[src/rtl/ldl_pkg.sv]
// Package for the Lambert diffuse lighting core: item types, register codes,
// light table sizes and fixed-point constants. Used by every other file under rtl.
package ldl_pkg;

  localparam int MAX_LIGHTS = 8;
  localparam int LIDX_W     = (MAX_LIGHTS > 1) ? $clog2(MAX_LIGHTS) : 1;
  localparam int CNT_W      = $clog2(MAX_LIGHTS + 1);

  // Command codes of the input item.
  localparam logic [1:0] CMD_SHADE = 2'd0;
  localparam logic [1:0] CMD_DIR   = 2'd1;
  localparam logic [1:0] CMD_POINT = 2'd2;
  localparam logic [1:0] CMD_CLEAR = 2'd3;

  // Configuration register indexes.
  localparam logic [1:0] REG_AMB_RED   = 2'd0;
  localparam logic [1:0] REG_AMB_GREEN = 2'd1;
  localparam logic [1:0] REG_AMB_BLUE  = 2'd2;
  localparam logic [1:0] REG_AMB_LEVEL = 2'd3;

  // Fixed-point constants.
  localparam logic [16:0] ONE_Q16      = 17'd65536;
  localparam logic [13:0] ATT_LIN_Q20  = 14'd10486;
  localparam logic [10:0] ATT_QUAD_Q20 = 11'd1049;

  // Reset light: the sun direction (-128,-256,-77) already normalized to Q2.14.
  localparam logic signed [19:0] SUN_UX = -20'sd7076;
  localparam logic signed [19:0] SUN_UY = -20'sd14151;
  localparam logic signed [19:0] SUN_UZ = -20'sd4256;
  localparam logic [8:0]         SUN_R  = 9'd256;
  localparam logic [8:0]         SUN_G  = 9'd243;
  localparam logic [8:0]         SUN_B  = 9'd205;
  localparam logic [9:0]         SUN_LVL = 10'd205;

  // Iterative unit sizes.
  localparam int ROOT_W = 29;   // root of a 58-bit radicand
  localparam int QUO_W  = 17;   // quotients never exceed 65536
  localparam int NUM_W  = 43;
  localparam int DEN_W  = 35;

  typedef enum logic [1:0] {
    K_SHADE,
    K_DIR,
    K_POINT,
    K_CLEAR
  } kind_e;

  typedef struct packed {
    logic [1:0]         cmd;
    logic signed [19:0] point_x;
    logic signed [19:0] point_y;
    logic signed [19:0] point_z;
    logic signed [19:0] normal_x;
    logic signed [19:0] normal_y;
    logic signed [19:0] normal_z;
    logic [8:0]         red;
    logic [8:0]         green;
    logic [8:0]         blue;
    logic [9:0]         intensity;
  } in_item_t;

  typedef struct packed {
    logic [8:0] out_red;
    logic [8:0] out_green;
    logic [8:0] out_blue;
  } out_item_t;

  typedef struct packed {
    kind_e    kind;
    in_item_t data;
  } q_item_t;

  typedef struct packed {
    logic [8:0] amb_red;
    logic [8:0] amb_green;
    logic [8:0] amb_blue;
    logic [9:0] amb_level;
  } amb_cfg_t;

  typedef struct packed {
    logic              start;
    logic [2*ROOT_W-1:0] rad;
  } sqrt_req_t;

  typedef struct packed {
    logic              done;
    logic [ROOT_W-1:0] root;
  } sqrt_rsp_t;

  typedef struct packed {
    logic             start;
    logic [NUM_W-1:0] num;
    logic [DEN_W-1:0] den;
  } div_req_t;

  typedef struct packed {
    logic             done;
    logic [QUO_W-1:0] quo;
  } div_rsp_t;

endpackage

[src/rtl/ldl_div.sv]
// Restoring divider for the lighting core, one quotient bit per cycle.
// Callers guarantee that the quotient fits QUO_W bits. Uses ldl_pkg.
module ldl_div
  import ldl_pkg::*;
(
  input  logic     clk_i,
  input  logic     rst_ni,
  input  div_req_t req_i,
  output div_rsp_t rsp_o
);

  localparam int CW = $clog2(QUO_W + 1);
  localparam int SW = DEN_W + QUO_W - 1;

  logic [NUM_W-1:0] rem_q;
  logic [SW-1:0]    dsh_q;
  logic [QUO_W-1:0] quo_q;
  logic [CW-1:0]    cnt_q;
  logic             busy_q, done_q;
  logic             fits;

  assign fits = {{(SW-NUM_W){1'b0}}, rem_q} >= dsh_q;

  always_ff @(posedge clk_i or negedge rst_ni) begin
    if (!rst_ni) begin
      busy_q <= 1'b0;
      done_q <= 1'b0;
      cnt_q  <= '0;
    end else begin
      done_q <= 1'b0;
      if (req_i.start) begin
        rem_q  <= req_i.num;
        dsh_q  <= {req_i.den, {(QUO_W-1){1'b0}}};
        quo_q  <= '0;
        cnt_q  <= CW'(QUO_W);
        busy_q <= 1'b1;
      end else if (busy_q) begin
        // When the shifted divisor fits, it is below 2^NUM_W, so its low bits are all of it.
        if (fits) begin
          rem_q <= rem_q - dsh_q[NUM_W-1:0];
        end
        quo_q <= {quo_q[QUO_W-2:0], fits};
        dsh_q <= {1'b0, dsh_q[SW-1:1]};
        cnt_q <= cnt_q - 1'b1;
        if (cnt_q == CW'(1)) begin
          busy_q <= 1'b0;
          done_q <= 1'b1;
        end
      end
    end
  end

  assign rsp_o = '{done: done_q, quo: quo_q};

endmodule

[config.mk]
export PLATFORM = sky130hd
export DESIGN_NAME = ldl_div
export DESIGN_NICKNAME = d
export VERILOG_FILES = /design/src/rtl/ldl_pkg.sv /design/src/rtl/ldl_div.sv
export SDC_FILE = /design/constraint.sdc
export NUM_CORES = 1
export LEC_CHECK = 0
export BUFFER_PORTS_ARGS = -buffer_cell sky130_fd_sc_hd__buf_2
export CELL_PAD_IN_SITES_DETAIL_PLACEMENT = 1
export CELL_PAD_IN_SITES_GLOBAL_PLACEMENT = 1
export CORE_MARGIN = 3
export CORE_UTILIZATION = 40
export CTS_BUF_LIST = sky130_fd_sc_hd__clkbuf_8
export DETAILED_ROUTE_END_ITERATION = 12
export MAX_ROUTING_LAYER = met4
export PLACE_DENSITY = 0.82
export SETUP_SLACK_MARGIN = 0.15
export SYNTH_ARGS = -nofsm -noshare
export SYNTH_HDL_FRONTEND = slang
export SYNTH_SLANG_ARGS = --single-unit
[constraint.sdc]
create_clock -name clk_i -period 6.7 [get_ports clk_i]
set_input_delay 1.34 -clock clk_i [delete_from_list [all_inputs] [get_ports clk_i]]
set_output_delay 1.34 -clock clk_i [all_outputs]
set_load 0.05 [all_outputs]
==> results.ini <==
[run_status]
status = finished, final reports clean

[hold_path]
hp-class = reg -> reg

[floorplan]
die_w_um = 145
dieArea_sq_um = 21000
initial_core_util = 0.410
row_count = 50
die_height_um = 145
core_sq_um = 18800
io_pins = 99

[sta]
worstMarginPinSlew_ns = 1.03
fmax_mhz = 236
tns_ns = 0
min_period_ns = 4.23
finalCritPeriodShare = 0.632
slew_headroom = 0.315
fin_skew_ns = 0.0160
grt_setup_unrepaired = false
slew_viol_final = 0
finalHoldViolCount = 0
setup_viol = 0
fin_ws_ns = 2.47

[critical_path]
startpoint_type = flip-flop
arrival_ns = 4.36
cp_max_fo = 27
critPathKind = reg -> reg
cp.required_ns = 6.82
cp-end-kind = flip-flop

[synthesis]
synth_edf_count = 111
synth-seq-area-share = 0.455
async_flop_share = 0.0593
syn_nets = 917
syn_inst = 790
avgSynthCellArea_sq_um = 9.76
synth-seq-cells = 118
ys_types = 64
syn_area_sq_um = 7710
yosys_warnings = 0
yosys_most_used_dff = edfxtp_1

[global_routing]
grt.overflow.total = 0
grt_max_degree = 103
grt_pass1_vias = 6628
grt_use_total = 0.212
antenna_found_initial = 0
grt_pass1_wl_mm = 34.0

[clock_tree]
cts_buffers = 17
htree_levels = 4
cts.clk_slew.worst_paths_ns = 0.08
hold_buffers = 0
ctsLongestPathBuffers = 2
root_buffer = clkbuf_8
cts.sinks = 118
insertion_delay_ns = 0.47
postCtsSetupBuffers = 0
cts_tree = done
cts_resized = 0

[placement]
post-place-ws_ns = 2.46
io_buffers = 98
place_congestion = 0.879
hpwl_mm = 15.0

[drt]
vias = 6380
vias_per_cell = 5.58
drc = 0
drtIter0Drc = 451
firstDrtPassIters = 4
wl_per_cell_um = 18.3
routed_wl_mm = 20.9
antenna_left = 0

[cells_and_area]
fillers = 2146
mostFrequentLayoutCell = edfxtp_1
diodes = 0
post_route_cells_drive_above_1_share = 0.165
mostFrequentLayoutCells = edfxtp_1 (111), buf_2 (97), nand2_1 (81), nor2_1 (68), inv_1 (62)
nNetsFinal = 998
syn2layout_area_growth_pct = 14.1

[pwr]
ir_drop_mv = 0.160
p_leak_nw = 3.87
power_density_nw_per_um2 = 282

[run]
cap_violations = 0

-- flip-flops by register name (all words and copies together), names as in the netlist --
register  count
done_q        1
dsh_q        51
quo_q        17
rem_q        43
busy_q        1
cnt_q         5
-- cells by family after synthesis --
logic type               after synthesis  share of synthesized area
XOR/XNOR                              33                     0.0375
adder cells (fa/ha/maj)               46                     0.0756
multiplexers                          33                     0.0428
buffers and inverters                105                     0.0532
AO/OA/AOI/OAI                        234                      0.205
AND/OR/NAND/NOR                      221                      0.131
flip-flops                           118                      0.455
-- synthesized netlist by cell type (6+ instances only) --
cell,n,area [sq um]
clkbuf_1,31,116
a22o_1,31,272
o21ai_0,55,275
nand2_1,81,304
xor2_1,14,123
nor2_1,68,255
nor3_1,8,40.0
edfxtp_1,111,3330
dfrtp_1,7,175
and3_1,7,43.8
nand3_1,13,65.1
o211ai_1,7,52.6
nor2b_1,8,50.1
a21o_1,25,188
a21oi_1,52,260
o21bai_1,10,75.1
mux2i_1,33,330
nand4_1,9,56.3
xnor2_1,19,166
ha_1,45,563
nand2b_1,6,37.5
inv_1,62,233
-- area by class of cell --
type	count	area (sq um)	area share
Clock buffer	17	234	0.0266
Clock inverter	15	144	0.0164
Inverter	62	233	0.0264
Multi-Input combinational cell	567	3810	0.433
Sequential cell	118	3510	0.399
Tap cell	260	325	0.0370
Timing Repair Buffer	105	546	0.0620
-- final timing paths --
path	slack [ns]	from	cells past startpoint	endpoint
setup / recovery	2.47	dsh_q[12]$_SDFFCE_PP0P_	11	rem_q[26]$_DFFE_PP_
hold / removal	0.55	cnt_q[4]$_DFFE_PN0N_	2	cnt_q[4]$_DFFE_PN0N_
setup reg to reg	2.47	dsh_q[12]$_SDFFCE_PP0P_	11	rem_q[26]$_DFFE_PP_
hold reg to reg	0.55	cnt_q[4]$_DFFE_PN0N_	2	cnt_q[4]$_DFFE_PN0N_
max in group asynchronous	5.35	rst_ni	2	busy_q$_DFF_PN0_
min in group asynchronous	0.95	rst_ni	2	done_q$_DFF_PN0_
-- worst max-delay path: stages (launching register included) --
cell	delay [ns]
edfxtp_1	0.38
inv_1	0.05
ha_1	0.44
and4_1	0.27
or3b_1	0.41
a211oi_2	0.19
o311ai_1	0.16
a21oi_2	0.24
o21ai_2	0.10
a2111o_1	0.47
a41oi_4	0.65
buf_4	0.50
-- report_power, final --
group          total [mW]  switching (mW)  internal (mW)
registers           0.985          0.0543          0.931
logic               0.853           0.522          0.331
clock network       0.644           0.344          0.300
-- stage by stage --
step	util	cell area, sq um	hold WS (ns)	power, mW	std cells
5_1_grt	0.467	8800	0.565	2.64	1144
3_3_place_gp	0.447	8420	0.502	1.81	1112
2_1_floorplan	-	7710	0.481	1.62	790
3_5_place_dp	0.447	8420	0.530	1.85	1112
6_report	0.467	8800	0.550	2.48	1144
4_1_cts	0.467	8800	0.553	2.50	1144
-- routing by layer --
metal | track usage | share of wire | vias up
met5 | - | 0 | -
met2 | 0.330 | 0.48 | 150
met4 | 0.0565 | 0.015 | 0
met1 | 0.281 | 0.47 | 3131
met3 | 0.0473 | 0.044 | 26
li1 | - | - | 3073
(Power assumes the default switching activity.)
