--- config.mk ---
export PLATFORM = sky130hd
export DESIGN_NAME = ldl_front
export DESIGN_NICKNAME = d
export VERILOG_FILES = /design/src/rtl/ldl_pkg.sv /design/src/rtl/ldl_front.sv
export SDC_FILE = /design/constraint.sdc
export NUM_CORES = 1
export LEC_CHECK = 0
export ABC_AREA = 1
export BUFFER_PORTS_ARGS = -buffer_cell sky130_fd_sc_hd__buf_2
export CAP_MARGIN = 15
export CORE_UTILIZATION = 37
export DETAILED_ROUTE_END_ITERATION = 8
export SLEW_MARGIN = 20
export SYNTH_ARGS = -nofsm -noshare
export SYNTH_HDL_FRONTEND = slang
export SYNTH_SLANG_ARGS = --single-unit
--- constraint.sdc ---
create_clock -name clk_i -period 9.5 [get_ports clk_i]
set_input_delay 2.375 -clock clk_i [delete_from_list [all_inputs] [get_ports clk_i]]
set_output_delay 2.375 -clock clk_i [all_outputs]
set_load 0.1 [all_outputs]
--- src/rtl/ldl_pkg.sv ---
// Package for the Lambert diffuse lighting core: item types, register codes,
// light table sizes and fixed-point constants. Used by every other file under rtl.
package ldl_pkg;

  localparam int MAX_LIGHTS = 8;
  localparam int LIDX_W     = (MAX_LIGHTS > 1) ? $clog2(MAX_LIGHTS) : 1;
  localparam int CNT_W      = $clog2(MAX_LIGHTS + 1);

  // Command codes of the input item.
  localparam logic [1:0] CMD_SHADE = 2'd0;
  localparam logic [1:0] CMD_DIR   = 2'd1;
  localparam logic [1:0] CMD_POINT = 2'd2;
  localparam logic [1:0] CMD_CLEAR = 2'd3;

  // Configuration register indexes.
  localparam logic [1:0] REG_AMB_RED   = 2'd0;
  localparam logic [1:0] REG_AMB_GREEN = 2'd1;
  localparam logic [1:0] REG_AMB_BLUE  = 2'd2;
  localparam logic [1:0] REG_AMB_LEVEL = 2'd3;

  // Fixed-point constants.
  localparam logic [16:0] ONE_Q16      = 17'd65536;
  localparam logic [13:0] ATT_LIN_Q20  = 14'd10486;
  localparam logic [10:0] ATT_QUAD_Q20 = 11'd1049;

  // Reset light: the sun direction (-128,-256,-77) already normalized to Q2.14.
  localparam logic signed [19:0] SUN_UX = -20'sd7076;
  localparam logic signed [19:0] SUN_UY = -20'sd14151;
  localparam logic signed [19:0] SUN_UZ = -20'sd4256;
  localparam logic [8:0]         SUN_R  = 9'd256;
  localparam logic [8:0]         SUN_G  = 9'd243;
  localparam logic [8:0]         SUN_B  = 9'd205;
  localparam logic [9:0]         SUN_LVL = 10'd205;

  // Iterative unit sizes.
  localparam int ROOT_W = 29;   // root of a 58-bit radicand
  localparam int QUO_W  = 17;   // quotients never exceed 65536
  localparam int NUM_W  = 43;
  localparam int DEN_W  = 35;

  typedef enum logic [1:0] {
    K_SHADE,
    K_DIR,
    K_POINT,
    K_CLEAR
  } kind_e;

  typedef struct packed {
    logic [1:0]         cmd;
    logic signed [19:0] point_x;
    logic signed [19:0] point_y;
    logic signed [19:0] point_z;
    logic signed [19:0] normal_x;
    logic signed [19:0] normal_y;
    logic signed [19:0] normal_z;
    logic [8:0]         red;
    logic [8:0]         green;
    logic [8:0]         blue;
    logic [9:0]         intensity;
  } in_item_t;

  typedef struct packed {
    logic [8:0] out_red;
    logic [8:0] out_green;
    logic [8:0] out_blue;
  } out_item_t;

  typedef struct packed {
    kind_e    kind;
    in_item_t data;
  } q_item_t;

  typedef struct packed {
    logic [8:0] amb_red;
    logic [8:0] amb_green;
    logic [8:0] amb_blue;
    logic [9:0] amb_level;
  } amb_cfg_t;

  typedef struct packed {
    logic              start;
    logic [2*ROOT_W-1:0] rad;
  } sqrt_req_t;

  typedef struct packed {
    logic              done;
    logic [ROOT_W-1:0] root;
  } sqrt_rsp_t;

  typedef struct packed {
    logic             start;
    logic [NUM_W-1:0] num;
    logic [DEN_W-1:0] den;
  } div_req_t;

  typedef struct packed {
    logic             done;
    logic [QUO_W-1:0] quo;
  } div_rsp_t;

endpackage

--- src/rtl/ldl_front.sv ---
// Front end of the lighting core: accepts input items, classifies the command
// and holds them in a two-entry queue for the back end. Uses ldl_pkg.
module ldl_front
  import ldl_pkg::*;
(
  input  logic     clk_i,
  input  logic     rst_ni,
  input  logic     in_valid_i,
  output logic     in_stall_o,
  input  in_item_t in_item_i,
  output logic     q_valid_o,
  output q_item_t  q_item_o,
  input  logic     q_pop_i
);

  q_item_t    qmem_q [2];
  logic       wr_ptr_q, rd_ptr_q;
  logic [1:0] cnt_q;
  logic       push;
  kind_e      kind;

  always_comb begin
    case (in_item_i.cmd)
      CMD_SHADE: kind = K_SHADE;
      CMD_DIR:   kind = K_DIR;
      CMD_POINT: kind = K_POINT;
      CMD_CLEAR: kind = K_CLEAR;
      default:   kind = K_SHADE;
    endcase
  end

  assign in_stall_o = (cnt_q == 2'd2);
  assign push       = in_valid_i && !in_stall_o;
  assign q_valid_o  = (cnt_q != 2'd0);
  assign q_item_o   = qmem_q[rd_ptr_q];

  always_ff @(posedge clk_i or negedge rst_ni) begin
    if (!rst_ni) begin
      wr_ptr_q <= 1'b0;
      rd_ptr_q <= 1'b0;
      cnt_q    <= 2'd0;
    end else begin
      if (push) begin
        qmem_q[wr_ptr_q] <= '{kind: kind, data: in_item_i};
        wr_ptr_q <= ~wr_ptr_q;
      end
      if (q_pop_i && q_valid_o) begin
        rd_ptr_q <= ~rd_ptr_q;
      end
      cnt_q <= cnt_q + {1'b0, push} - {1'b0, q_pop_i && q_valid_o};
    end
  end

endmodule

==> results of run 1 <==
[metrics by stage]
step | util, % | std cells | hold WS [ns]
4_1_cts | 47.27 | 1633 | 0.5079
6_report | 47.31 | 1638 | 0.5044
3_3_place_gp | 43.96 | 1573 | 0.4890
2_1_floorplan | - | 877 | 0.4641
3_5_place_dp | 43.96 | 1573 | 0.4948
5_1_grt | 47.28 | 1635 | 0.5122
[cell type report]
cell class | instances | area, um2
repair buffers | 331 | 1672
flip-flops and latches | 326 | 9773
well taps | 402 | 503.0
inverters | 10 | 42.54
diodes | 5 | 12.51
fillers | 2866 | 16710
multi-input cells | 504 | 1954
clock buffers | 47 | 963.4
clock inverters | 13 | 83.83
[routing by layer]
metal  vias up  wire length, um  share of wire, %  GRT usage (%)
li1       3629                -                 -              -
met1      3448            10820                41          18.64
met2       277            12060                46          24.54
met3        54             2616                10          6.117
met4         4              597               2.3          5.479
met5         -               23             0.088              0
[flip-flops by register name (all words and copies together), names as in the netlist]
signal,count
cnt_q,2
qmem_q,322
rd_ptr_q,1
wr_ptr_q,1
[how the worst min path moves through the flow]
stage                         from        to  slack, ns
final                     cnt_q[0]  cnt_q[0]       0.50
after CTS                 cnt_q[0]  cnt_q[0]       0.51
after global routing      cnt_q[0]  cnt_q[0]       0.51
after detailed placement  cnt_q[0]  cnt_q[0]       0.49
after floorplan           wr_ptr_q  wr_ptr_q       0.46
after global placement    wr_ptr_q  wr_ptr_q       0.49
[worst max-delay path: cells and delay by family, from the launching register on]
family | cells | cell delay [ns]
buffers and inverters | 3 | 1.92
AND/OR/NAND/NOR | 2 | 0.23
flip-flops | 1 | 0.79
[Yosys cell counts, drive strengths merged]
cell type and number:
ha 2, nand2 496, buf 35, clkbuf 2
nand3 4, edfxtp 322, dfrtp 4, inv 10
nor2 2
[kinds of logic (layout without fill, tap and decap cells)]
logic type	count (synthesis)	in the layout	share of synthesized area, %
adders and majority gates	2	2	0.2086
DFF	326	326	81.46
and+or+nand+nor	502	502	15.96
buffers and inverters	47	401	2.368
other	0	5	0
==> results list, run 1 <==
- Counting instances, the worst hold path has a depth of 1.
- Max transition margin: 28.18%
* Worst R2R Setup Slack: 6.60 ns
- Placed wire-length estimate: 15900 um
- The run finished with clean final reports.
- The floorplan has 65 rows.
* Antenna Nets Post-Route: 0
* TritonCTS clock tree: yes
* Slew at the pin with the worst max-slew slack: 1.077 ns
* Clock buffers created by TritonCTS: 36
- Nets: 1374
- Number of setup buffers added after CTS: 0
* Layout cells sized above 1: 31.52%
* Per-instance average area after synthesis: 13.67 um2
- Summed over all layers, the global routing overflow is 0.
- Count of H-tree levels built during CTS: 2
* Highest-count cells in the layout ignoring fill and taps: 486 x sky130_fd_sc_hd__nand2_1, 325 x sky130_fd_sc_hd__buf_2, 322 x sky130_fd_sc_hd__edfxtp_1
- Tracing the worst setup path back leads to its startpoint at rd_ptr_q.
* Share of the synthesized area in the top cell type: 80.63%
- Final setup TNS: 0 ns
- Type of the worst setup path: reg2out
- Hold bufs inserted after CTS: 0
- The synthesized netlist occupies a cell area of 11990 um2.
- Clock tree synthesis selected as its root buffer the cell sky130_fd_sc_hd__clkbuf_16.
- Worst path most repeated cell: sky130_fd_sc_hd__nand2_1
- Worst hold path class: reg2reg
- The count of buffers added on input and output ports is 325.
* Largest area contributor in the synthesized netlist: sky130_fd_sc_hd__edfxtp_1
- The worst setup path is launched from a flip-flop.
- Iter 0 DRT Violations: 443
* Maximum Capacitance Violations: 0
- Detailed-route DRC error count: 0
* Die ar.: 33140 um2
- Wires add up to 26110 um.
- Setup slack at placement: 3.931 ns
* Peak clock frequency supported by timing: 164.1 MHz
- STA classifies the critical path endpoint as a primary output.
- At the worst endpoint, the required time is 7.13 ns.
- Cell Chain, Critical Path: inv_6 > buf_4 > nand2_1 > nand2_1 > buf_2
* GP Congestion: 0.7080
* Crit path arrival time: 3.72 ns
* Netlist cell types: 13
- The first detailed-routing pass ran for 5 iterations.
* Initial cell density of the core: 37.81%
* Vias per cell: 4.525
- Pin count of the biggest net entering global routing: 92
* Maximum buffer depth of the clock tree: 3
- The worst register-to-register path ends at rd_ptr_q.
* Post-Syn Instances: 877
- Number of top-level pins: 326
* RSZ-0062 raised after global routing: false
* Crit Path Max Fanout: 91
* Core footprint: 31720 um2
- Global routing consumed, over all layers together, 15.29% of the routing resources.
* Standard cell with the maximum stage delay on the critical path: sky130_fd_sc_hd__buf_4
- Quantity of gates resized following cts: 0
- The clock reaches the later pin of the worst-skew pair after 0.50 ns.
* CTS clk-pin slew, worst paths: 0.06 ns
* Nets in the synthesized netlist: 1042
- Part of the cycle the worst path needs: 64.15%
- For the worst flop-to-flop path, the logic depth is 4.
* Share of the yosys chip area belonging to registers: 81.46%
- Post-place instance area: 13940 um2
- Final slew viol count: 0
- Fin worst setup slack: 3.405 ns
- Clock Skews: 0.01728 ns
- The first global-routing pass estimated 39190 um of wire.
- Area added between synthesis and finish: 25.11%
- Measured along the x axis, the die boundary spans 182.0 um.
- The die is 182.0 um tall.
* Final setup viols: 0
- Final non-filler cell area: 15000 um2
- Flip-flop and latch count after synthesis: 326
- Via count of the first global-routing pass: 7233
* CTS sink cnt: 326
- Warning count from the yosys run: 0
- The library cell used most frequently in the layout, excluding fill and tap cells, is sky130_fd_sc_hd__nand2_1.
- The number of antenna violations at the first check in global routing came to 6.
- Final routed wire length divided by cell count: 15.94 um
- Yosys attributes the largest share of cell area to sky130_fd_sc_hd__edfxtp_1 81%, sky130_fd_sc_hd__nand2_1 15%, sky130_fd_sc_hd__buf_2 1.0%, sky130_fd_sc_hd__buf_6 0.85%, sky130_fd_sc_hd__dfrtp_1 0.83%.
- Vias: 7412
- In this design, the stage delay of the slowest critical-path cell is 0.84 ns.
- Startpoint of the worst register-to-register path: rd_ptr_q
- In this run the worst setup path terminates at q_item_o[91].
- Counting I/O delays and the setup requirement, the final critical path takes 6.095 ns.
- Final count of hold timing violations: 0
Power of run 1 is left out: the tool's default activity adds up to more than one toggle a clock period on the data nets, which glitch-free logic cannot reach.
==> inputs of run 2 (changes only) <==
clock period = 4.9 ns   (was 9.5 ns; I/O delays follow)
==> run 2 against run 1 <==
- setup slack worse by 2.5 ns
- utilization is 0.27 points higher
- first-iteration DRC count is 39% lower
- flip-flop and latch count stayed put
- critical path depth stayed put
- sequential share of layout area is 0.37 points lower
==> results list, run 2 (synthesis gave the netlist of run 1 again) <==
* Run status: complete, no violations
- Overall die height: 182.0 um
* Clock Skews: 0.01242 ns
* Cell Rows: 65
- Remaining global-route overflow: 0
- GP Congestion: 0.7108
- Count of buffers inserted at the top-level ports: 325
- Of the available clock period, the critical path in the final layout requires 81.18%.
- After detailed routing, no signal wire sits above met5.
- Nets: 1378
* Initial cell density of the core: 37.81%
- The final count of pins violating max slew came to 0.
- Summed over all nets, wire length on met2 after detailed routing comes to 12240 um.
- The routed design has 25670 um of wire.
- In this run the remaining antenna-violating nets after routing total 0.
- TritonCTS clock tree: yes
- Maximum buffer depth of the clock tree: 3
* Number of setup buffers added after CTS: 0
* First-pass GRT wire length: 38720 um
- Highest-count cells in the layout ignoring fill and taps: 486 x sky130_fd_sc_hd__nand2_1, 325 x sky130_fd_sc_hd__buf_2, 322 x sky130_fd_sc_hd__edfxtp_1
* Timing endpoint of the critical path: q_item_o[56]
- The first detailed-routing pass ran for 4 iterations.
* Crit path launch type: flip-flop
* Quantity of gates resized following cts: 0
* Crit path arrival time: 2.75 ns
* CTS clk-pin slew, worst paths: 0.06 ns
- Entering global routing, the biggest net connects 80 pins.
- Area added between synthesis and finish: 25.83%
* Layout cells sized above 1: 31.58%
- Most frequent standard cell in the layout excluding fill and tap cells: sky130_fd_sc_hd__nand2_1
- CTS placed an instance of sky130_fd_sc_hd__clkbuf_16 at the clock tree root.
- In this run the critical register-to-register path is captured at qmem_q[1][102].
* Total routing resource utilization after global routing: 15.15%
- Largest register by flop count: qmem_q
* Vias per cell: 4.520
- The largest registers in the layout are qmem_q x322, cnt_q x2.
* Count of H-tree levels built during CTS: 2
- Headroom to the max-slew limit came out at 41.17%.
- Type of the worst setup path: reg2out
- Post-place instance area: 14040 um2
- Setup total negative slack on the finished layout was measured at 0 ns.
* Data required time at the worst endpoint: 3.67 ns
* Worst Reg-to-Reg Cells: 4
- The die covers 33140 um2.
- Slew at the pin with the worst max-slew slack: 0.8825 ns
- Final count of hold timing violations: 0
- Setup slack on the worst reg-to-reg path comes out at 2.83 ns.
- Setup violations remaining at the end of the flow were counted as 0.
- The via count of the first global-routing pass came to 7206.
* Final non-filler cell area: 15090 um2
- The register with the most flip-flops in the layout has 322 of them.
- The die is 182.0 um wide.
- The worst register-to-register path begins at cnt_q[1].
- Across the run, the number of max-cap violations was 0.
- Peak clock frequency supported by timing: 251.4 MHz
- Crit Path Max Fanout: 56
- Final core utilization: 47.58%
* Number of top-level pins: 326
* Start point of the critical path: rd_ptr_q
- In this run the worst hold path is classified as reg2reg.
* Met3 wire len: 2430 um
- The number of antenna violations at the first check in global routing came to 7.
- Detailed-route DRC error count: 0
- M1 WL: 10350 um
* Core footprint: 31720 um2
* Vias: 7413
- Shortest period the worst path allows: 3.978 ns
* Clock buffers created by TritonCTS: 36
* Worst setup EP type: primary output
* Clock latency on the worst-skew pair: 0.49 ns
* Placed wire-length estimate: 16230 um
- CTS sink cnt: 326
* RSZ-0062 raised after global routing: false
* Hold bufs inserted after CTS: 0
- Final routed wire length divided by cell count: 15.65 um
- Iter 0 DRT Violations: 270
[run 2: cell types whose count changed in the layout (fill, tap and decap cells not counted), sizes merged]
cell / previous run / this run
buf: 331 / 335
clkbuf: 47 / 45
clkinv: 11 / 14
clkinvlp: 1 / 0
diode: 5 / 3
[run 2: worst min-delay path by stage]
stage / startpoint / slack (ns) / end / cells after the start
global placement: wr_ptr_q / 0.48 / wr_ptr_q / 2
finish: wr_ptr_q / 0.50 / wr_ptr_q / 2
detailed placement: wr_ptr_q / 0.49 / wr_ptr_q / 2
global route: rst_ni / 0.52 / cnt_q[1] / 1
floorplan: wr_ptr_q / 0.46 / wr_ptr_q / 2
CTS: wr_ptr_q / 0.50 / wr_ptr_q / 2
[run 2: final cells by class]
cell class                 count  area (um2)
inverter                      10       42.54
tap                          402       503.0
multi-input combinational    504        1954
antenna                        3       7.507
clock buffer                  45       955.9
timing repair buffer         335        1764
fill                        2849       16630
sequential                   326        9773
clock inverter                15       90.09
[run 2: per-stage QoR]
stage | cells | hold slack [ns] | setup slack, ns
floorplan | 877 | 0.4641 | -1.066
global placement | 1577 | 0.4817 | 1.441
detailed placement | 1577 | 0.4904 | 1.431
CTS | 1637 | 0.5017 | 0.8869
global route | 1638 | 0.5173 | 0.7695
finish | 1640 | 0.4986 | 0.9222
[run 2: metal layers]
layer  vias up  track usage (%)
met5         -                0
met4         8            4.672
met3        49            5.897
met2       258            25.41
met1      3463            17.91
li1       3635                -
[run 2: worst max-delay path, cell delays in order, from the launching register on]
cell and delay, ns:
sky130_fd_sc_hd__dfrtp_4 0.66, sky130_fd_sc_hd__inv_6 0.45, sky130_fd_sc_hd__buf_4 0.46, sky130_fd_sc_hd__nand2_1 0.12, sky130_fd_sc_hd__nand2_1 0.08, sky130_fd_sc_hd__buf_2 0.43
Power of run 2 is left out for the same reason.
