`config.mk`:
```
export PLATFORM = sky130hd
export DESIGN_NAME = ldl_sqrt
export DESIGN_NICKNAME = d
export VERILOG_FILES = /design/src/rtl/ldl_pkg.sv /design/src/rtl/ldl_sqrt.sv
export SDC_FILE = /design/constraint.sdc
export NUM_CORES = 1
export LEC_CHECK = 0
export BUFFER_PORTS_ARGS = -buffer_cell sky130_fd_sc_hd__buf_2
export CORE_MARGIN = 2
export CORE_UTILIZATION = 55
export CTS_CLUSTER_DIAMETER = 80
export CTS_CLUSTER_SIZE = 10
export DETAILED_ROUTE_END_ITERATION = 10
export PLACE_DENSITY = 0.79
export SLEW_MARGIN = 30
export SYNTH_ARGS = -nofsm -noshare
export SYNTH_HDL_FRONTEND = slang
export SYNTH_SLANG_ARGS = --single-unit
export TNS_END_PERCENT = 30
```
`constraint.sdc`:
```
create_clock -name clk_i -period 4.75 [get_ports clk_i]
set_input_delay 0.475 -clock clk_i [delete_from_list [all_inputs] [get_ports clk_i]]
set_output_delay 0.475 -clock clk_i [all_outputs]
set_load 0.03 [all_outputs]
```
`src/rtl/ldl_pkg.sv`:
```
// Package for the Lambert diffuse lighting core: item types, register codes,
// light table sizes and fixed-point constants. Used by every other file under rtl.
package ldl_pkg;

  localparam int MAX_LIGHTS = 8;
  localparam int LIDX_W     = (MAX_LIGHTS > 1) ? $clog2(MAX_LIGHTS) : 1;
  localparam int CNT_W      = $clog2(MAX_LIGHTS + 1);

  // Command codes of the input item.
  localparam logic [1:0] CMD_SHADE = 2'd0;
  localparam logic [1:0] CMD_DIR   = 2'd1;
  localparam logic [1:0] CMD_POINT = 2'd2;
  localparam logic [1:0] CMD_CLEAR = 2'd3;

  // Configuration register indexes.
  localparam logic [1:0] REG_AMB_RED   = 2'd0;
  localparam logic [1:0] REG_AMB_GREEN = 2'd1;
  localparam logic [1:0] REG_AMB_BLUE  = 2'd2;
  localparam logic [1:0] REG_AMB_LEVEL = 2'd3;

  // Fixed-point constants.
  localparam logic [16:0] ONE_Q16      = 17'd65536;
  localparam logic [13:0] ATT_LIN_Q20  = 14'd10486;
  localparam logic [10:0] ATT_QUAD_Q20 = 11'd1049;

  // Reset light: the sun direction (-128,-256,-77) already normalized to Q2.14.
  localparam logic signed [19:0] SUN_UX = -20'sd7076;
  localparam logic signed [19:0] SUN_UY = -20'sd14151;
  localparam logic signed [19:0] SUN_UZ = -20'sd4256;
  localparam logic [8:0]         SUN_R  = 9'd256;
  localparam logic [8:0]         SUN_G  = 9'd243;
  localparam logic [8:0]         SUN_B  = 9'd205;
  localparam logic [9:0]         SUN_LVL = 10'd205;

  // Iterative unit sizes.
  localparam int ROOT_W = 29;   // root of a 58-bit radicand
  localparam int QUO_W  = 17;   // quotients never exceed 65536
  localparam int NUM_W  = 43;
  localparam int DEN_W  = 35;

  typedef enum logic [1:0] {
    K_SHADE,
    K_DIR,
    K_POINT,
    K_CLEAR
  } kind_e;

  typedef struct packed {
    logic [1:0]         cmd;
    logic signed [19:0] point_x;
    logic signed [19:0] point_y;
    logic signed [19:0] point_z;
    logic signed [19:0] normal_x;
    logic signed [19:0] normal_y;
    logic signed [19:0] normal_z;
    logic [8:0]         red;
    logic [8:0]         green;
    logic [8:0]         blue;
    logic [9:0]         intensity;
  } in_item_t;

  typedef struct packed {
    logic [8:0] out_red;
    logic [8:0] out_green;
    logic [8:0] out_blue;
  } out_item_t;

  typedef struct packed {
    kind_e    kind;
    in_item_t data;
  } q_item_t;

  typedef struct packed {
    logic [8:0] amb_red;
    logic [8:0] amb_green;
    logic [8:0] amb_blue;
    logic [9:0] amb_level;
  } amb_cfg_t;

  typedef struct packed {
    logic              start;
    logic [2*ROOT_W-1:0] rad;
  } sqrt_req_t;

  typedef struct packed {
    logic              done;
    logic [ROOT_W-1:0] root;
  } sqrt_rsp_t;

  typedef struct packed {
    logic             start;
    logic [NUM_W-1:0] num;
    logic [DEN_W-1:0] den;
  } div_req_t;

  typedef struct packed {
    logic             done;
    logic [QUO_W-1:0] quo;
  } div_rsp_t;

endpackage

```
`src/rtl/ldl_sqrt.sv`:
```
// Bit-serial integer square root for the lighting core, one root bit per
// cycle. Uses ldl_pkg for widths and request types.
module ldl_sqrt
  import ldl_pkg::*;
(
  input  logic      clk_i,
  input  logic      rst_ni,
  input  sqrt_req_t req_i,
  output sqrt_rsp_t rsp_o
);

  localparam int CW = $clog2(ROOT_W + 1);

  logic [2*ROOT_W-1:0] x_q;
  logic [ROOT_W+2:0]   rem_q;
  logic [ROOT_W-1:0]   root_q;
  logic [CW-1:0]       cnt_q;
  logic                busy_q, done_q;
  logic [ROOT_W+2:0]   rem_sh, trial;

  assign rem_sh = {rem_q[ROOT_W:0], x_q[2*ROOT_W-1 -: 2]};
  assign trial  = {1'b0, root_q, 2'b01};

  always_ff @(posedge clk_i or negedge rst_ni) begin
    if (!rst_ni) begin
      busy_q <= 1'b0;
      done_q <= 1'b0;
      cnt_q  <= '0;
    end else begin
      done_q <= 1'b0;
      if (req_i.start) begin
        x_q    <= req_i.rad;
        rem_q  <= '0;
        root_q <= '0;
        cnt_q  <= CW'(ROOT_W);
        busy_q <= 1'b1;
      end else if (busy_q) begin
        if (rem_sh >= trial) begin
          rem_q  <= rem_sh - trial;
          root_q <= {root_q[ROOT_W-2:0], 1'b1};
        end else begin
          rem_q  <= rem_sh;
          root_q <= {root_q[ROOT_W-2:0], 1'b0};
        end
        x_q   <= {x_q[2*ROOT_W-3:0], 2'b00};
        cnt_q <= cnt_q - 1'b1;
        if (cnt_q == CW'(1)) begin
          busy_q <= 1'b0;
          done_q <= 1'b1;
        end
      end
    end
  end

  assign rsp_o = '{done: done_q, root: root_q};

endmodule

```
==> results_tabular.tex, run 1 <==
\begin{tabular}{lr}
\hline
Metric & Value \\
\hline
\multicolumn{2}{l}{\textbf{Yosys}} \\
\quad Number of enable flip-flop cells after synthesis & 117 \\
\quad Synth Area in Compound Gates & 14.6\% \\
\quad Main combinational cell family by area after synthesis & compound AO/OA/AOI/OAI gates \\
\quad Ranking of synthesized cells by area & edfxtp\_1 (47\%), mux2\_2 (8.4\%), ha\_1 (5.5\%) \\
\quad Synth Area in Simple Gates & between 10\% and 20\% \\
\quad Mapped Cells & 692 \\
\quad Seq/Total Area, Yosys & 49.3\% \\
\quad Portion of netlist area occupied by mux cells & 12.4\% \\
\quad Synthesis warning total & 0 \\
\quad Mean Syn Cell Area & 10.8 um2 \\
\quad Count of cell types in the netlist & 60 \\
\quad Fraction of post-synthesis cell area in the top cell type by area & about 47\% \\
\quad Post-synth top flop & edfxtp\_1 \\
\quad Adder-cell share of the synthesized area & around 5.5\% \\
\quad XOR/XNOR share of the synthesized area & 1.64\% \\
\quad Cell type with the highest aggregate area in the netlist & edfxtp\_1 \\
\quad Number of flip-flops and latches in the synthesized netlist & 124 \\
\quad Cell Area, Synth & 0.00749 mm2 \\
\quad Syn nets & 786 \\
\quad Share of flip-flops with an asynchronous set or reset after synthesis & 5.65\% \\
\multicolumn{2}{l}{\textbf{Power and ir drop}} \\
\quad Power Internal & about 2600 uW \\
\quad Part of the total power dissipated in combinational logic & 27.2\% \\
\quad Clock network fraction of total power & 35.0\% \\
\quad Total power per unit cell area & about 430 mW/mm2 \\
\quad Switching power total & between 1000 and 1500 uW \\
\quad Power share of the sequential group & 37.8\% \\
\quad Switching share of total power & between 30\% and 40\% \\
\quad Static leakage power & 0.00371 uW \\
\quad VDD IR-drop max & 0.310 mV \\
\multicolumn{2}{l}{\textbf{GRT}} \\
\quad Pin count of the biggest net entering global routing & about 70 \\
\quad Wire length of the first global-routing pass & around 27000 um \\
\quad Antenna violations before repair & 0 \\
\quad Number of global-route vias before repair & 5573 \\
\quad Remaining global-route overflow & 0 \\
\quad GRT Resource Usage Total & 23.3\% \\
\multicolumn{2}{l}{\textbf{STA}} \\
\quad TNS Setup & 0 ps \\
\quad Final worst setup slack & 1380 ps \\
\quad Hold slack final & around 340 ps \\
\quad Achievable frequency & 297 MHz \\
\quad Clk\_skew & a little over 8 ps \\
\quad Worst-case headroom to the max-slew limit & 41.8\% \\
\quad Period utilisation layout & 71.0\% \\
\quad Number of failing setup endpoints in the final timing report & 0 \\
\quad Minimum period implied by the final worst setup slack & 3370 ps \\
\quad Final max-slew violation count & 0 \\
\quad RSZ-0062 raised after global routing & false \\
\quad Actual slew at the worst max-slew pin & 873 ps \\
\quad Number of failing hold endpoints at the final stage & 0 \\
\multicolumn{2}{l}{\textbf{Floorplan}} \\
\quad Cell row count & 42 \\
\quad Core Box Area & 0.0133 mm2 \\
\quad Initial core utilization & 56.3\% \\
\quad Chip height & 121 um \\
\quad Die Span X & 121 um \\
\quad Die footprint & about 0.015 mm2 \\
\quad Top Ports & 91 \\
\multicolumn{2}{l}{\textbf{Critical path}} \\
\quad R2r startpoint & rem\_q[21]\$\_SDFFCE\_PP0P\_ \\
\quad Largest fanout on the critical path & 25 \\
\quad Startpoint kind of the worst setup timing path & flop \\
\quad FF-to-FF End & rem\_q[20]\$\_SDFFCE\_PP0P\_ \\
\quad Data required, critical path & 4940 ps \\
\quad Category of the most critical setup path & reg -> reg \\
\quad Worst reg-to-reg setup slack & 1380 ps \\
\quad Max incr delay on CP & 460 ps \\
\quad Slowest cell on crit path & ha\_1 \\
\quad Critical-path cell list & ha\_1 -> nand2\_2 -> nor2\_2 -> nand3\_1 -> or4\_4 -> a221oi\_2 -> nor2\_1 -> buf\_4 -> or3b\_1 -> a311oi\_1 \\
\quad Cell count of the worst reg-to-reg path & 10 \\
\quad Arrival time at the worst endpoint & 3560 ps \\
\quad Endpoint class of the critical path & flop \\
\multicolumn{2}{l}{\textbf{Min path}} \\
\quad Number of cells traversed by the worst hold path & 2 \\
\quad Hold Crit Start & req\_i[1] \\
\quad Path class of the lowest-slack min-delay path & in -> reg \\
\quad Worst Hold Path EP & x\_q[1]\$\_SDFFCE\_PN0P\_ \\
\multicolumn{2}{l}{\textbf{Clock network}} \\
\quad Clock sink count & between 100 and 150 \\
\quad Clock-pin transition on the worst setup and hold timing paths & 60 ps \\
\quad Number of hold buffers added after CTS & 0 \\
\quad Clock tree from TritonCTS & built \\
\quad Clk Latency, worst-skew pair & 420 ps \\
\quad TritonCTS Buffers & 17 \\
\quad Root Buffer & clkbuf\_16 \\
\quad Clock Path Buffers & 2 \\
\quad H-Tree Level Count & 4 \\
\quad Setup repair bufs after CTS & 0 \\
\quad Post-cts repair resize count & 0 \\
\multicolumn{2}{l}{\textbf{Placed design}} \\
\quad RePlAce Congestion & 0.940 \\
\quad Number of I/O port buffers & 90 \\
\quad Inst Count DP & 928 \\
\quad Detail Placement HPWL & 11100 um \\
\quad Placement-stage worst setup slack & 1440 ps \\
\multicolumn{2}{l}{\textbf{Route}} \\
\quad Wirelength per Cell & 16.9 um \\
\quad Routed vias & approximately 5700 \\
\quad Number of detailed-routing iterations run before antenna repair & 5 \\
\quad Detailed-route DRC error count & 0 \\
\quad Mean number of vias per cell & 5.89 \\
\quad Detailed router's first-iteration violation count & 385 \\
\quad Routed Antenna Nets & 0 \\
\quad Wire length after detailed routing & 16200 um \\
\multicolumn{2}{l}{\textbf{Final layout}} \\
\quad Share of cells above drive strength 1 & 24.6\% \\
\quad Non-filler instance count after layout & 959 \\
\quad Area Overhead vs Synth & 15.5\% \\
\quad Post-Route Utilization & 65.0\% \\
\quad N\_diodes & 0 \\
\quad \# nets final & 865 \\
\multicolumn{2}{l}{\textbf{Flow run}} \\
\quad Max\_cap viols & 0 \\
\multicolumn{2}{l}{\textbf{Outcome}} \\
\quad Result of the run & finished clean \\
\hline
\end{tabular}
-- placed cells by master, fill, tap and decap left out, types with 11 or more instances in the layout --
cell type  synthesis  routed
buf_2              6      89
nor2_1            75      75
o21a_1            12      11
inv_1             43      43
mux2_2            56      56
edfxtp_1         117     117
a311oi_1          20      20
a21o_1            17      17
nand3_1           11      11
a21oi_1           30      30
clkbuf_16          0      17
ha_1              33      33
mux2i_1           30      30
nand2_1           61      61
o21ai_0           19      19
-- critical path, delay by kind of cell, from the launching register on --
kind | cells | cell delay, ps
AND/OR/NAND/NOR | 6 | 1280
AO/OA/AOI/OAI | 2 | 720
adder cells (fa/ha/maj) | 1 | 460
flip-flops | 1 | 430
buffers and inverters | 1 | 240
-- final cells by class --
cell class                 instances  area, um2
fill                            1011       4650
sequential                       124       3690
multi-input combinational        490       3490
timing repair buffer              95        490
clock buffer                      17        425
tap                              176        220
clock inverter                    14        169
inverter                          43        161
-- stage by stage --
step	area, um2	total power, uW
finish	8650	3740
global route	8650	3920
CTS	8650	3750
detailed placement	8050	2430
global placement	8050	2410
floorplan	7490	2190
-- flip-flops by register name, summed over array words and instances, names as in the netlist --
name	count
busy_q	1
cnt_q	5
done_q	1
rem_q	30
root_q	29
x_q	58
-- kinds of logic after synthesis --
kind of cell    count (synthesis)
compound gates                154
xor+xnor                       14
fa+ha+maj                      33
buf+inv                        78
flops                         124
mux                            86
simple gates                  203
-- per-layer routing --
metal | share of wire [%] | global-route usage (%)
met1 | 44 | 30.6
met2 | 47 | 36.2
met3 | 7.1 | 6.84
met4 | 2.0 | 9.59
met5 | 0 | 0
-- power groups by stage --
stage	combinational, uW	sequential (uW)	clock [uW]
2_1_floorplan	750	1440	0
3_3_place_gp	978	1430	0
3_5_place_dp	1000	1430	0
4_1_cts	1010	1410	1330
5_1_grt	1120	1430	1370
6_report	1020	1410	1310
-- worst max-delay path by stage --
| stage | from | slack, ps | end |
|---|---|---|---|
| detailed placement | root_q[20]$_SDFFCE_PP0P_ | 1440 | rem_q[20]$_SDFFCE_PP0P_ |
| global placement | root_q[16]$_SDFFCE_PP0P_ | 1510 | rem_q[18]$_SDFFCE_PP0P_ |
| CTS | rem_q[21]$_SDFFCE_PP0P_ | 1400 | rem_q[20]$_SDFFCE_PP0P_ |
| global route | rem_q[21]$_SDFFCE_PP0P_ | 1140 | rem_q[20]$_SDFFCE_PP0P_ |
| floorplan | busy_q$_DFF_PN0_ | 1760 | x_q[0]$_SDFFCE_PN0P_ |
| finish | rem_q[21]$_SDFFCE_PP0P_ | 1380 | rem_q[20]$_SDFFCE_PP0P_ |
-- cell usage after synthesis (5+ instances only) --
| cell type | n |
|---|---|
| a21o_1 | 17 |
| or3_1 | 7 |
| mux2i_1 | 30 |
| nand2_1 | 61 |
| a21boi_0 | 5 |
| inv_1 | 43 |
| o21a_1 | 12 |
| mux2_2 | 56 |
| edfxtp_1 | 117 |
| a2bb2oi_1 | 6 |
| dfrtp_1 | 7 |
| o21ai_0 | 19 |
| and3_1 | 9 |
| clkbuf_1 | 23 |
| ha_1 | 33 |
| buf_2 | 6 |
| a211oi_1 | 6 |
| nand4_1 | 6 |
| a21oi_1 | 30 |
| nor3_1 | 6 |
| nor2_1 | 75 |
| nand3_1 | 11 |
| nand2b_1 | 8 |
| a311oi_1 | 20 |
| xor2_1 | 5 |
| xnor2_1 | 9 |
| o21ai_1 | 9 |
(Power assumes the default switching activity.)
==> run 2, diff against run 1 <==
--- a/config.mk
+++ b/config.mk
@@ -7,11 +7,11 @@
 export LEC_CHECK = 0
 export BUFFER_PORTS_ARGS = -buffer_cell sky130_fd_sc_hd__buf_2
 export CORE_MARGIN = 2
-export CORE_UTILIZATION = 55
+export CORE_UTILIZATION = 53
 export CTS_CLUSTER_DIAMETER = 80
 export CTS_CLUSTER_SIZE = 10
 export DETAILED_ROUTE_END_ITERATION = 10
-export PLACE_DENSITY = 0.79
+export PLACE_DENSITY = 0.8
 export SLEW_MARGIN = 30
 export SYNTH_ARGS = -nofsm -noshare
 export SYNTH_HDL_FRONTEND = slang
==> constraint.sdc (replaced) <==
create_clock -name clk_i -period 3 [get_ports clk_i]
set_input_delay 0.3 -clock clk_i [delete_from_list [all_inputs] [get_ports clk_i]]
set_output_delay 0.3 -clock clk_i [all_outputs]
set_load 0.03 [all_outputs]
==> run 2 against run 1 <==
Fmax increased by 16%. Final area increased by 8.0%. Clock skew increased by 7.1 ps. Register-to-register slack got worse by 1300 ps. Setup slack got worse by 1300 ps. Routed wire length increased by 12%. Final cell count increased by 6.5%. Highest routed layer unchanged. Utilization increased by 2.5 points. Sequential share of layout area decreased by 3.1 points. Count of clock-buffer cells in the layout unchanged.
==> results_tabular.tex, run 2 (same netlist as run 1, synthesis figures left out) <==
\begin{tabular}{lr}
\hline
Metric & Value \\
\hline
\multicolumn{2}{l}{\textbf{Min path}} \\
\quad Path class of the lowest-slack min-delay path & in -> async \\
\multicolumn{2}{l}{\textbf{Final layout}} \\
\quad Share of cells above drive strength 1 & 33.2\% \\
\quad N\_diodes & 0 \\
\quad \# nets final & 922 \\
\quad Register with the most flip-flops & x\_q \\
\quad Number of flip-flops under the largest register name & 58 \\
\quad Non-filler instance count after layout & 1021 \\
\quad Most common cell after layout, fill and taps aside & edfxtp\_1 \\
\quad Most frequent cells in the layout & edfxtp\_1 (117), buf\_2 (89), nor2\_1 (74), buf\_4 (61), nand2\_1 (60) \\
\quad Biggest regs & x\_q (58), rem\_q (30), root\_q (29) \\
\quad Area Overhead vs Synth & 24.7\% \\
\multicolumn{2}{l}{\textbf{Clock network}} \\
\quad Clock Path Buffers & 2 \\
\quad Clk Latency, worst-skew pair & 430 ps \\
\quad Clock sink count & 124 \\
\quad Number of hold buffers added after CTS & 0 \\
\quad Clock-pin transition on the worst setup and hold timing paths & roughly 60 ps \\
\quad Clock tree from TritonCTS & built \\
\quad Root Buffer & clkbuf\_16 \\
\quad H-Tree Level Count & 4 \\
\quad TritonCTS Buffers & 17 \\
\multicolumn{2}{l}{\textbf{GRT}} \\
\quad Antenna violations before repair & 0 \\
\quad Wire length of the first global-routing pass & 29000 um \\
\quad Number of global-route vias before repair & 5926 \\
\quad Remaining global-route overflow & 0 \\
\quad Pin count of the biggest net entering global routing & 67 \\
\quad GRT Resource Usage Total & 24.8\% \\
\multicolumn{2}{l}{\textbf{Critical path}} \\
\quad Startpoint kind of the worst setup timing path & flop \\
\quad Worst reg-to-reg setup slack & 90 ps \\
\quad Category of the most critical setup path & reg -> reg \\
\quad Endpoint class of the critical path & flop \\
\quad Cell count of the worst reg-to-reg path & 9 \\
\quad Largest fanout on the critical path & 9 \\
\quad Data required, critical path & 3250 ps \\
\quad R2r startpoint & rem\_q[15]\$\_SDFFCE\_PP0P\_ \\
\quad FF-to-FF End & rem\_q[6]\$\_SDFFCE\_PP0P\_ \\
\quad Arrival time at the worst endpoint & between 3000 and 4000 ps \\
\multicolumn{2}{l}{\textbf{Route}} \\
\quad Number of detailed-routing iterations run before antenna repair & 5 \\
\quad Mean number of vias per cell & 5.86 \\
\quad Wire length after detailed routing & 18100 um \\
\quad Routed vias & between 5000 and 6000 \\
\quad Detailed-route DRC error count & 0 \\
\quad Wirelength per Cell & 17.7 um \\
\quad Detailed router's first-iteration violation count & 589 \\
\quad Routed Antenna Nets & 0 \\
\multicolumn{2}{l}{\textbf{Placed design}} \\
\quad Placement-stage worst setup slack & slightly below 20 ps \\
\quad Inst Count DP & 979 \\
\quad Number of I/O port buffers & 90 \\
\quad RePlAce Congestion & 0.952 \\
\quad Detail Placement HPWL & $\sim$12000 um \\
\multicolumn{2}{l}{\textbf{STA}} \\
\quad Final max-slew violation count & 0 \\
\quad Worst-case headroom to the max-slew limit & 42.0\% \\
\quad Actual slew at the worst max-slew pin & 869 ps \\
\quad Number of failing setup endpoints in the final timing report & 0 \\
\quad Period utilisation layout & 97.1\% \\
\quad RSZ-0062 raised after global routing & true \\
\quad Clk\_skew & around 15 ps \\
\quad Achievable frequency & 343 MHz \\
\quad Final worst setup slack & 87.2 ps \\
\quad Number of failing hold endpoints at the final stage & 0 \\
\quad Minimum period implied by the final worst setup slack & between 2000 and 3000 ps \\
\multicolumn{2}{l}{\textbf{Power and ir drop}} \\
\quad Total chip power & $\sim$6500 uW \\
\quad Static leakage power & 0.00404 uW \\
\quad VDD IR-drop max & 0.505 mV \\
\quad Total power per unit cell area & 691 mW/mm2 \\
\multicolumn{2}{l}{\textbf{Floorplan}} \\
\quad Cell row count & 43 \\
\quad Core Box Area & roughly 0.014 mm2 \\
\quad Die footprint & between 0.015 and 0.02 mm2 \\
\quad Top Ports & 91 \\
\quad Die Span X & roughly 120 um \\
\quad Initial core utilization & between 50\% and 60\% \\
\quad Chip height & roughly 120 um \\
\multicolumn{2}{l}{\textbf{Flow run}} \\
\quad Max\_cap viols & 0 \\
\multicolumn{2}{l}{\textbf{Outcome}} \\
\quad Result of the run & finished clean \\
\hline
\end{tabular}
-- run 2: cell types whose count changed in the layout (fill, tap and decap cells not counted), sizes merged --
cell | before | now
buf | 95 | 152
clkinvlp | 3 | 1
bufinv | 3 | 4
inv | 46 | 49
clkinv | 5 | 4
-- run 2: area by class of cell --
type / count / area [um2]
multi-input combinational: 490 / 3680
fill: 1022 / 4490
timing repair buffer: 152 / 943
inverter: 43 / 161
sequential: 124 / 3690
clock inverter: 15 / 210
tap: 180 / 225
clock buffer: 17 / 425
-- run 2: power breakdown --
part	total [uW]	switching, uW	internal (uW)
registers	2240	116	2120
clock network	2230	824	1410
logic	1990	1070	915
-- run 2: how the worst max path moves through the flow --
stage	from	end	slack (ps)	cells after the start
finish	rem_q[15]$_SDFFCE_PP0P_	rem_q[6]$_SDFFCE_PP0P_	90	9
global route	rem_q[24]$_SDFFCE_PP0P_	rem_q[6]$_SDFFCE_PP0P_	-30	10
CTS	rem_q[6]$_SDFFCE_PP0P_	rem_q[28]$_SDFFCE_PP0P_	20	10
detailed placement	rem_q[6]$_SDFFCE_PP0P_	rem_q[23]$_SDFFCE_PP0P_	20	9
global placement	rem_q[21]$_SDFFCE_PP0P_	rem_q[26]$_SDFFCE_PP0P_	50	11
floorplan	busy_q$_DFF_PN0_	x_q[0]$_SDFFCE_PN0P_	10	4
-- run 2: metrics by stage --
step / hold slack [ps] / utilization (%) / TNS, ps / area (um2)
after floorplan: 4.41 / - / 0 / 7490
after global placement: 510 / 61.0 / 0 / 8440
after detailed placement: 526 / 61.0 / 0 / 8440
after CTS: 141 / 65.6 / 0 / 9070
after global routing: 151 / 67.5 / -116 / 9340
final: 132 / 67.5 / 0 / 9340
-- run 2: worst max-delay path: stages (launching register included) --
cell and delay, ps:
edfxtp_1 430, ha_1 320, and3_1 200, nand2_1 110
or4_4 540, a221oi_2 230, nor2_1 70, buf_4 180
or3_1 380, a311oi_2 280
-- run 2: per-layer routing --
metal	share of wire (%)	global-route usage, %
met3	6.8	7.30
met2	48	39.0
met4	1.7	9.12
met1	44	32.7
met5	0	0
-- run 2: what timing repair did --
action | CTS | global route
buffers inserted | 0 | 10
endpoints found under the setup margin | 0 | 28
gates resized for setup | 0 | 31
==> run 3, diff against run 2 <==
--- a/config.mk
+++ b/config.mk
@@ -7,11 +7,11 @@
 export LEC_CHECK = 0
 export BUFFER_PORTS_ARGS = -buffer_cell sky130_fd_sc_hd__buf_2
 export CORE_MARGIN = 2
-export CORE_UTILIZATION = 53
+export CORE_UTILIZATION = 55
 export CTS_CLUSTER_DIAMETER = 80
 export CTS_CLUSTER_SIZE = 10
 export DETAILED_ROUTE_END_ITERATION = 10
-export PLACE_DENSITY = 0.8
+export PLACE_DENSITY = 0.79
 export SLEW_MARGIN = 30
 export SYNTH_ARGS = -nofsm -noshare
 export SYNTH_HDL_FRONTEND = slang
==> constraint.sdc (replaced) <==
create_clock -name clk_i -period 3.6 [get_ports clk_i]
set_input_delay 0.36 -clock clk_i [delete_from_list [all_inputs] [get_ports clk_i]]
set_output_delay 0.36 -clock clk_i [all_outputs]
set_load 0.03 [all_outputs]
==> run 3 against run 2 <==
Final area shrank 6.5%. Sequential share of layout area grew 2.8 points. Routed wire length shrank 8.6%. Via count shrank 4.1%. Final cell count shrank 5.5%. Largest cell class unchanged.
==> results_tabular.tex, run 3 (same netlist as run 1, synthesis figures left out) <==
\begin{tabular}{lr}
\hline
Metric & Value \\
\hline
\multicolumn{2}{l}{\textbf{Final layout}} \\
\quad Most frequent cells in the layout & edfxtp\_1 (117), buf\_2 (89), nor2\_1 (75), nand2\_1 (61), mux2\_2 (56) \\
\quad Most common cell after layout, fill and taps aside & edfxtp\_1 \\
\quad Post-Route Utilization & 65.6\% \\
\quad Fill cell total of the finished layout & between 900 and 1000 \\
\quad Area of the multi-input gates & 0.00349 mm2 \\
\quad N\_diodes & 0 \\
\quad Register Area & 0.00369 mm2 \\
\quad Biggest regs & x\_q (58), rem\_q (30), root\_q (29) \\
\quad Register with the most flip-flops & x\_q \\
\quad Share of cells above drive strength 1 & 25.5\% \\
\quad \# nets final & 870 \\
\quad Area Overhead vs Synth & 16.5\% \\
\quad Number of flip-flops under the largest register name & 58 \\
\multicolumn{2}{l}{\textbf{STA}} \\
\quad Number of failing hold endpoints at the final stage & 0 \\
\quad Achievable frequency & $\sim$300 MHz \\
\quad Number of failing setup endpoints in the final timing report & 0 \\
\quad TNS Setup & 0 ps \\
\quad Worst-case headroom to the max-slew limit & $\sim$42\% \\
\quad Clk\_skew & between 5 and 6 ps \\
\quad RSZ-0062 raised after global routing & false \\
\quad Period utilisation layout & 93.7\% \\
\quad Actual slew at the worst max-slew pin & 877 ps \\
\quad Final max-slew violation count & 0 \\
\quad Minimum period implied by the final worst setup slack & 3370 ps \\
\multicolumn{2}{l}{\textbf{Floorplan}} \\
\quad Cell row count & 42 \\
\quad Top Ports & 91 \\
\quad Die footprint & 0.0146 mm2 \\
\quad Chip height & 121 um \\
\quad Initial core utilization & 56.3\% \\
\quad Die Span X & 121 um \\
\quad Core Box Area & roughly 0.013 mm2 \\
\multicolumn{2}{l}{\textbf{Placed design}} \\
\quad RePlAce Congestion & 0.937 \\
\quad Number of I/O port buffers & 90 \\
\quad Detail Placement HPWL & 11100 um \\
\multicolumn{2}{l}{\textbf{GRT}} \\
\quad GRT Resource Usage Total & 23.7\% \\
\quad Wire length of the first global-routing pass & roughly 27000 um \\
\quad Pin count of the biggest net entering global routing & 67 \\
\quad Remaining global-route overflow & 0 \\
\quad Antenna violations before repair & 0 \\
\quad Number of global-route vias before repair & 5666 \\
\multicolumn{2}{l}{\textbf{Route}} \\
\quad Routed vias & around 5700 \\
\quad Wirelength per Cell & 17.2 um \\
\quad Wire length after detailed routing & 16600 um \\
\quad Routed Antenna Nets & 0 \\
\quad Detailed router's first-iteration violation count & about 460 \\
\quad Number of detailed-routing iterations run before antenna repair & 5 \\
\quad Detailed-route DRC error count & 0 \\
\quad Mean number of vias per cell & 5.95 \\
\multicolumn{2}{l}{\textbf{Clock network}} \\
\quad Clock-pin transition on the worst setup and hold timing paths & 60 ps \\
\quad Clock Path Buffers & 2 \\
\quad Root Buffer & clkbuf\_16 \\
\quad Clock tree from TritonCTS & built \\
\quad Clk Latency, worst-skew pair & 430 ps \\
\quad TritonCTS Buffers & 17 \\
\quad H-Tree Level Count & 4 \\
\quad Number of hold buffers added after CTS & 0 \\
\quad Setup repair bufs after CTS & 0 \\
\quad Clock sink count & 124 \\
\quad Post-cts repair resize count & 0 \\
\multicolumn{2}{l}{\textbf{Critical path}} \\
\quad Start point of the critical path & root\_q[20]\$\_SDFFCE\_PP0P\_ \\
\quad FF-to-FF End & rem\_q[18]\$\_SDFFCE\_PP0P\_ \\
\quad Critical-path cell list & inv\_1 -> ha\_1 -> nand2\_2 -> nor2\_2 -> nand3\_1 -> or4\_4 -> a221o\_2 -> nand2\_2 -> a2bb2oi\_1 -> o22ai\_1 \\
\quad Startpoint kind of the worst setup timing path & flop \\
\quad R2r startpoint & root\_q[20]\$\_SDFFCE\_PP0P\_ \\
\quad Endpoint class of the critical path & flop \\
\quad End point of the critical path & rem\_q[18]\$\_SDFFCE\_PP0P\_ \\
\quad Worst reg-to-reg setup slack & 230 ps \\
\quad Data required, critical path & 3750 ps \\
\quad Arrival time at the worst endpoint & 3520 ps \\
\quad Max incr delay on CP & 440 ps \\
\quad Slowest cell on crit path & nand2\_2 \\
\quad Most common cell type on the critical path & nand2\_2 \\
\quad Largest fanout on the critical path & 24 \\
\quad Category of the most critical setup path & reg -> reg \\
\quad Cell count of the worst reg-to-reg path & 10 \\
\multicolumn{2}{l}{\textbf{Power and ir drop}} \\
\quad VDD IR-drop max & 0.423 mV \\
\quad Total chip power & 5090 uW \\
\quad Total power per unit cell area & $\sim$580 mW/mm2 \\
\quad Static leakage power & 0.00376 uW \\
\multicolumn{2}{l}{\textbf{Flow run}} \\
\quad Max\_cap viols & 0 \\
\multicolumn{2}{l}{\textbf{Outcome}} \\
\quad Result of the run & finished clean \\
\multicolumn{2}{l}{\textbf{Min path}} \\
\quad Hold Crit Start & req\_i[44] \\
\quad Path class of the lowest-slack min-delay path & in -> reg \\
\hline
\end{tabular}
[run 3: changes by cell type in the layout (fill, tap and decap cells not counted), sizes merged]
| cell | change |
|---|---|
| buf | -52 |
[run 3: worst min-delay path by stage]
| stage | endpoint | slack [ps] | cells after the start |
|---|---|---|---|
| after global routing | x_q[0]$_SDFFCE_PN0P_ | 230 | 2 |
| final | x_q[44]$_DFFE_PP_ | 230 | 2 |
| after detailed placement | cnt_q[4]$_DFFE_PN0N_ | 520 | 2 |
| after floorplan | busy_q$_DFF_PN0_ | 60 | 0 |
| after CTS | x_q[44]$_DFFE_PP_ | 220 | 2 |
| after global placement | cnt_q[4]$_DFFE_PN0N_ | 510 | 2 |
[run 3: worst max-delay path, delay by kind of cell (launching register included)]
family | cells | cell delay (ps)
AOI/OAI and AO/OA | 3 | 920
adders and majority gates | 1 | 420
buffers and inverters | 1 | 90
DFF | 1 | 410
and+or+nand+nor | 5 | 1240
[run 3: area by class of cell]
class	count	area share, %
Sequential cell	124	42.3
Multi-Input combinational cell	490	40.0
Timing Repair Buffer	100	6.05
Clock buffer	17	4.87
Tap cell	176	2.52
Clock inverter	15	2.41
Inverter	43	1.85
[run 3: per-stage QoR]
stage / worst slack [ps] / hold WS [ps] / area (um2) / std cells
finish: 228 / 229 / 8730 / 965
global route: 49.5 / 234 / 8730 / 965
CTS: 318 / 219 / 8730 / 965
detailed placement: 362 / 521 / 8090 / 933
global placement: 340 / 510 / 8090 / 933
floorplan: 614 / 64.4 / 7490 / 692
[run 3: report_power, final]
| group | switching (uW) | internal, uW | leakage [uW] |
|---|---|---|---|
| logic | 791 | 574 | 0.00220 |
| clock network | 684 | 1170 | 0.000311 |
| registers | 95.3 | 1770 | 0.00125 |
| total | 1570 | 3520 | 0.00376 |
[run 3: metal layers]
metal / track usage, % / routed length, um / vias to the layer above
li1: - / - / 2737
met1: 30.4 / 7130 / 2772
met2: 37.6 / 7870 / 201
met3: 6.89 / 1250 / 28
met4: 9.81 / 309 / 0
met5: 0 / 0 / -
